<file path="src/rtl/core/aks_pkg.sv">
// Shared types and constants for the ascending key sorter.
// No dependencies; the channel interfaces and all modules use it.
package aks_pkg;

  // Fixed width of the key fields on both channels.
  localparam int unsigned PORT_KEY_BITS = 32;

  // Per-cycle command broadcast to every cell of the chain.
  typedef struct packed {
    logic insert;  // place the broadcast key, shift larger keys right
    logic shift;   // move every key one cell toward the head
  } cell_ctrl_t;

endpackage

</file>
<file path="src/rtl/core/aks_cell.sv">
// One cell of the insertion chain: holds a key and its valid flag.
// Depends on aks_pkg for the cell command struct.
module aks_cell #(
  parameter int unsigned KEY_WIDTH = 32
) (
  input  logic                    clk,
  input  logic                    rst,
  input  aks_pkg::cell_ctrl_t     ctrl,
  input  logic [KEY_WIDTH-1:0]    new_key,
  input  logic                    prev_valid,
  input  logic [KEY_WIDTH-1:0]    prev_key,
  input  logic                    prev_before,
  input  logic                    next_valid,
  input  logic [KEY_WIDTH-1:0]    next_key,
  output logic                    valid,
  output logic [KEY_WIDTH-1:0]    key,
  output logic                    ahead
);

  // The new key belongs at or ahead of this cell.
  assign ahead = !valid || ($signed(new_key) < $signed(key));

  always_ff @(posedge clk) begin
    if (rst) begin
      valid <= 1'b0;
    end else if (ctrl.shift) begin
      valid <= next_valid;
    end else if (ctrl.insert) begin
      if (prev_before) begin
        valid <= prev_valid;
      end else if (ahead) begin
        valid <= 1'b1;
      end
    end
  end

  always_ff @(posedge clk) begin
    if (ctrl.shift) begin
      key <= next_key;
    end else if (ctrl.insert) begin
      if (prev_before) begin
        key <= prev_key;
      end else if (ahead) begin
        key <= new_key;
      end
    end
  end

endmodule

</file>
<file path="config.mk">
export PLATFORM = sky130hd
export DESIGN_NAME = aks_cell
export DESIGN_NICKNAME = d
export VERILOG_FILES = /design/src/rtl/core/aks_pkg.sv /design/src/rtl/core/aks_cell.sv
export SDC_FILE = /design/constraint.sdc
export NUM_CORES = 1
export LEC_CHECK = 0
export BUFFER_PORTS_ARGS = -buffer_cell sky130_fd_sc_hd__buf_4
export CORE_ASPECT_RATIO = 1.25
export CORE_MARGIN = 2
export CORE_UTILIZATION = 39
export CTS_BUF_LIST = sky130_fd_sc_hd__clkbuf_4 sky130_fd_sc_hd__clkbuf_8
export CTS_CLUSTER_SIZE = 40
export DETAILED_ROUTE_END_ITERATION = 8
export PLACE_DENSITY_LB_ADDON = 0.12
export SLEW_MARGIN = 0
export SYNTH_ARGS = -nofsm -noshare
export SYNTH_HDL_FRONTEND = slang
export SYNTH_SLANG_ARGS = --single-unit
</file>
<file path="constraint.sdc">
create_clock -name clk -period 5.6 [get_ports clk]
set_input_delay 1.12 -clock clk [delete_from_list [all_inputs] [get_ports clk]]
set_output_delay 1.12 -clock clk [all_outputs]
set_load 0.05 [all_outputs]
</file>
======== After elaboration in Yosys (flattened, before gate mapping) ========
Cells that the tools add are included.
word-level totals
  flip-flop bits (word level) ............. 33
  bits of input ports ..................... 103
cells by class
  $lt $le $gt $ge ......................... 1
  mux-type cells .......................... 8
  reductions and logical operators ........ 5
operator list
  operator           number
  $mux 32            4
  $lt 32x32->1       1
  $mux 1             4
  $reduce_bool 3->1  1
  $reduce_and 2->1   1
  $reduce_bool 2->1  1
  $logic_not 1->1    1
  $logic_or 1x1->1   1

======== Longest topological paths before layout ========
  depth after elaboration ................. 6
  depth in mapped cells ................... 7
  gate-level depth less buffers ........... 7

======== Worst setup path before layout ========
OpenSTA, ideal clock, no wires.
  path type ............................... input to register
  start ................................... input new_key[19]
  end ..................................... register key[0] (enable)
  library setup time ...................... 0.441 ns
  data arrival time ....................... 3.787 ns
  path slack .............................. 1.373 ns
  cell stages on the path ................. 6
  path buffers ............................ 0
  cell sequence ........................... ha_1 a21oi_2 o21ai_1 a211oi_2 nand4_1 a31oi_1
on the way
  cells in the longest elaborated chain, start to end .. 4
RTL lines
  item                                line            source
  from (decl)                         aks_cell.sv:9   input logic [KEY_WIDTH-1:0] new_key,
  $lt 32x32->1                        aks_cell.sv:21  assign ahead = !valid || ($signed(new_key) < $signed(key));
  $logic_or 1x1->1                    aks_cell.sv:21
  $reduce_bool 3->1 (no source line)  -
  $reduce_and 2->1 (no source line)   -
  to (signal assigned)                aks_cell.sv:39  key <= next_key;
  to (signal assigned)                aks_cell.sv:42  key <= prev_key;
  to (signal assigned)                aks_cell.sv:44  key <= new_key;
  to (decl)                           aks_cell.sv:16  output logic [KEY_WIDTH-1:0] key,
Every way passes these cells.
A chain may end at the register's enable or synchronous reset.

======== Final worst setup path ========
  start ................................... input new_key[15]
  end ..................................... output ahead
on the way
  cells in the longest elaborated chain, start to end .. 2
RTL lines
  item              line            source
  $lt 32x32->1      aks_cell.sv:21
  $logic_or 1x1->1  aks_cell.sv:21
  to (decl)         aks_cell.sv:17  output logic ahead
Every way passes these cells.

==> out/qor_table.md <==
| Step | Result | This run |
|:---|:---|:---|
| power and ir drop | Comb pwr share | 0.392 |
| clocking | Worst-skew pair later-pin latency | 0.28 ns |
| run | Max capacitance violation total | 0 |
| global routing | Pin count of the biggest net entering global routing | 69 |
| routing | Residual DRC | 0 |
| synthesis | Average size of a mapped cell | 9.29 µm² |
| routing | 1st-iter DRT viols | 57 |
| synthesis | Post-Synthesis Cell Area | 2490 µm² |
| clocking | Number of setup buffers added after CTS | 0 |
| floorplan | Overall die width | 75.5 µm |
| placed design | DP Worst Slack | 1.79 ns |
| synthesis | Number of enable-type register cells in the synthesized netlist | 32 |
| run status | Result of the run | finished clean |
| power and ir drop | Static Leak | 1.84 nW |
| synthesis | Synth area leaders | sky130_fd_sc_hd__edfxtp_1 39%, sky130_fd_sc_hd__ha_1 16%, sky130_fd_sc_hd__mux2i_1 13% |
| global routing | Remaining Overflow, GRT | 0 |
| critical path | Crit path kind | in -> out |
| cells and area | Register Area | 981 µm² |
| sta | Maximum clock skew at final layout | 0.00647 ns |
| cells and area | Count of nets after finishing | 534 |
| synthesis | Commonest cells post-synth | 43 x sky130_fd_sc_hd__nand2_1, 39 x sky130_fd_sc_hd__o21ai_0, 34 x sky130_fd_sc_hd__inv_1 |
| routing | Post-detailed-routing wire length | 6340 µm |
| synthesis | Simple-gate share of the synthesized area | 0.0990 |
| synthesis | Net count after synthesis | 402 |
| floorplan | Initial Util | 0.404 |
| placed design | DPL Wire Length | 5100 µm |
| synthesis | Number of library cell types mapped by synthesis | 26 |
| floorplan | Vertical die dimension | 93.3 µm |
| synthesis | Most common cell in the synthesized netlist | sky130_fd_sc_hd__nand2_1 |
| synthesis | Number of cells produced by synthesis | 268 |
| floorplan | Die area | 7040 µm² |
| sta | Part of the cycle the worst path needs | 0.674 |
| clocking | Clock-pin transition on the worst setup and hold timing paths | 0.06 ns |
| power and ir drop | Pwr Density | 226 nW/µm² |
| clocking | Hold bufs inserted after CTS | 0 |
| routing | Wire length per cell | 13.0 µm |
| power and ir drop | Reported net switching power | 0.291 mW |
| sta | Number of endpoints failing setup at the final stage | 0 |
| power and ir drop | Switching share of total power | 0.352 |
| synthesis | Xor-xnor portion of the synthesized cell area | 0 |
| placed design | Number of port buffers | 136 |
| floorplan | Number of placement rows | 32 |
| placed design | RD Place Congestion | 0.747 |
| clocking | Number of buffers on the longest clock path | 2 |
| critical path | Worst-path maximum fanout | 3 |
| synthesis | Area share of the largest cell type after synthesis | 0.386 |
| critical path | Capturing element type of the critical path | primary output |
| global routing | Vias in the first global route | 2272 |
| clocking | Clock tree root buffer cell | sky130_fd_sc_hd__clkbuf_8 |
| synthesis | Largest area contributor in the netlist | sky130_fd_sc_hd__edfxtp_1 |
| clocking | Clock buffer count from CTS | 5 |
| routing | Antenna viol nets, final | 0 |
| clocking | Number of H-tree levels | 2 |
| sta | Relative slew slack | 0.254 |
| critical path | WP data arrival | 2.65 ns |
| synthesis | Share of the synthesized area in compound gates (AO/OA/AOI/OAI) | 0.149 |
| sta | RSZ-0062 raised after global routing | no |
| cells and area | Synth-to-Final Area Change | 47.3% |
| synthesis | Flops & latches, synth | 33 |
| clocking | Post-cts sizing count | 0 |
| cells and area | Final core utilization | 0.595 |
| synthesis | Count of warnings emitted by yosys | 0 |
| synthesis | Share of the yosys chip area belonging to registers | 0.394 |
| cells and area | Fill cell instance count of the final layout | 600 |
| power and ir drop | Peak ir drop on the vdd network | 0.152 mV |
| cells and area | Ant. Diodes | 0 |
| synthesis | Share of synthesized area spent on multiplexers | 0.129 |
| critical path | Data required time of the worst path | 4.48 ns |
| cells and area | Multi-input gate area in the final layout | 1340 µm² |
| global routing | First-pass GRT wire length | 9870 µm |
| sta | Final Critical Period | 3.77 ns |
| power and ir drop | Part of the power in the clock network | 0.226 |
| sta | Max-slew violations | 0 |
| power and ir drop | Internal power | 0.537 mW |
| sta | Fin worst setup slack | 1.83 ns |
| critical path | Sort of element at the start of the critical path | primary input |
| sta | Worst slew pin tran | 1.12 ns |
| synthesis | Largest family of logic cells by synthesized area | adder cells |
| power and ir drop | Fraction of power consumed by sequential logic | 0.382 |
| sta | Final hold violations | 0 |
| sta | Highest Clock Rate | 0.265 GHz |
| synthesis | Adder and majority cell fraction of the synthesized area | 0.156 |
| floorplan | Standard cell core area | 6170 µm² |
| cells and area | Fraction of layout instances using a drive strength above 1 | 0.374 |
| power and ir drop | Total Power Consumption | 0.828 mW |
| synthesis | Leading register cell type out of synthesis | sky130_fd_sc_hd__edfxtp_1 |
| routing | Via/cell ratio | 4.89 |
| global routing | GR Util All Layers | 0.182 |
| sta | Summed negative setup slack over all endpoints | 0 ns |
| floorplan | Top-level I/O count | 137 |
| routing | Number of iterations in the first detailed-routing pass | 4 |
| clocking | TritonCTS clock tree | done |
| global routing | Number of antenna violations at the first check in global routing | 0 |
| synthesis | Asr flop ratio synth | 0 |
| worst hold path | Hold/Removal Path Class | reg -> reg |
| clocking | Count of clock tree sinks | 33 |
| routing | DR vias | 2376 |
## cells in the final DEF (no fill, tap or decap)
cell type / count
sky130_fd_sc_hd__a211oi_2: 1
sky130_fd_sc_hd__a21oi_1: 15
sky130_fd_sc_hd__a21oi_2: 2
sky130_fd_sc_hd__a22oi_1: 2
sky130_fd_sc_hd__a31oi_4: 1
sky130_fd_sc_hd__and4_1: 1
sky130_fd_sc_hd__buf_4: 136
sky130_fd_sc_hd__clkbuf_4: 3
sky130_fd_sc_hd__clkbuf_8: 5
sky130_fd_sc_hd__dfxtp_1: 1
sky130_fd_sc_hd__edfxtp_1: 32
sky130_fd_sc_hd__ha_1: 31
sky130_fd_sc_hd__inv_1: 34
sky130_fd_sc_hd__mux2i_1: 32
sky130_fd_sc_hd__nand2_1: 43
sky130_fd_sc_hd__nand2_2: 1
sky130_fd_sc_hd__nand3b_1: 1
sky130_fd_sc_hd__nand4_1: 1
sky130_fd_sc_hd__nor2_1: 9
sky130_fd_sc_hd__nor3_1: 2
sky130_fd_sc_hd__nor4_2: 1
sky130_fd_sc_hd__o211ai_1: 2
sky130_fd_sc_hd__o21ai_0: 39
sky130_fd_sc_hd__o21ai_1: 4
sky130_fd_sc_hd__o22ai_1: 1
sky130_fd_sc_hd__o311ai_1: 1
## flip-flops by register name, indices dropped and copies added (netlist names)
| signal | flops |
|---|---|
| valid | 1 |
| key | 32 |
## metrics by stage
stage / area [µm²] / instances / hold slack, ns
floorplan: 2490 / 268 / 0.920
global placement: 3580 / 478 / 0.670
detailed placement: 3580 / 478 / 0.672
CTS: 3670 / 486 / 0.697
global route: 3670 / 486 / 0.770
finish: 3670 / 486 / 0.691
## power groups by stage
stage,clock network [mW],logic (mW),registers (mW)
2_1_floorplan,0,0.112,0.410
4_1_cts,0.194,0.330,0.316
6_report,0.187,0.325,0.316
3_3_place_gp,0,0.323,0.321
3_5_place_dp,0,0.329,0.322
5_1_grt,0.205,0.358,0.319
## layer usage
layer / vias up / global-route usage / wire length (µm)
li1: 1211 / - / -
met1: 1076 / 0.206 / 2480
met2: 84 / 0.334 / 3370
met3: 5 / 0.0485 / 439
met4: 0 / 0.0395 / 52
met5: - / 0 / 0
## final cells by class
type,instances,area share
timing repair buffer,136,0.278
inverter,34,0.0348
multi-input combinational,190,0.366
tap,85,0.0290
sequential,33,0.267
clock buffer,8,0.0249
## worst max-delay path, cell delays in order
cell	delay, ns
sky130_fd_sc_hd__buf_4	0.12
sky130_fd_sc_hd__ha_1	0.30
sky130_fd_sc_hd__nand2_2	0.08
sky130_fd_sc_hd__nor4_2	0.34
sky130_fd_sc_hd__o311ai_1	0.19
sky130_fd_sc_hd__nand4_1	0.19
sky130_fd_sc_hd__nand3b_1	0.10
sky130_fd_sc_hd__buf_4	0.21
## final timing paths
path / startpoint / end / slack, ns / cells after the start
setup / recovery: new_key[15] / ahead / 1.83 / 8
hold / removal: valid / valid / 0.69 / 4
setup reg to reg: key[17] / key[18] / 2.87 / 7
hold reg to reg: valid / valid / 0.69 / 4
## kinds of logic (layout without fill, tap and decap cells)
family,Yosys count,in the layout
compound gates,68,68
buf+inv,45,178
mux,32,32
flops,33,33
simple gates,59,59
fa+ha+maj,31,31
Power figures use the tool's default switching activity.
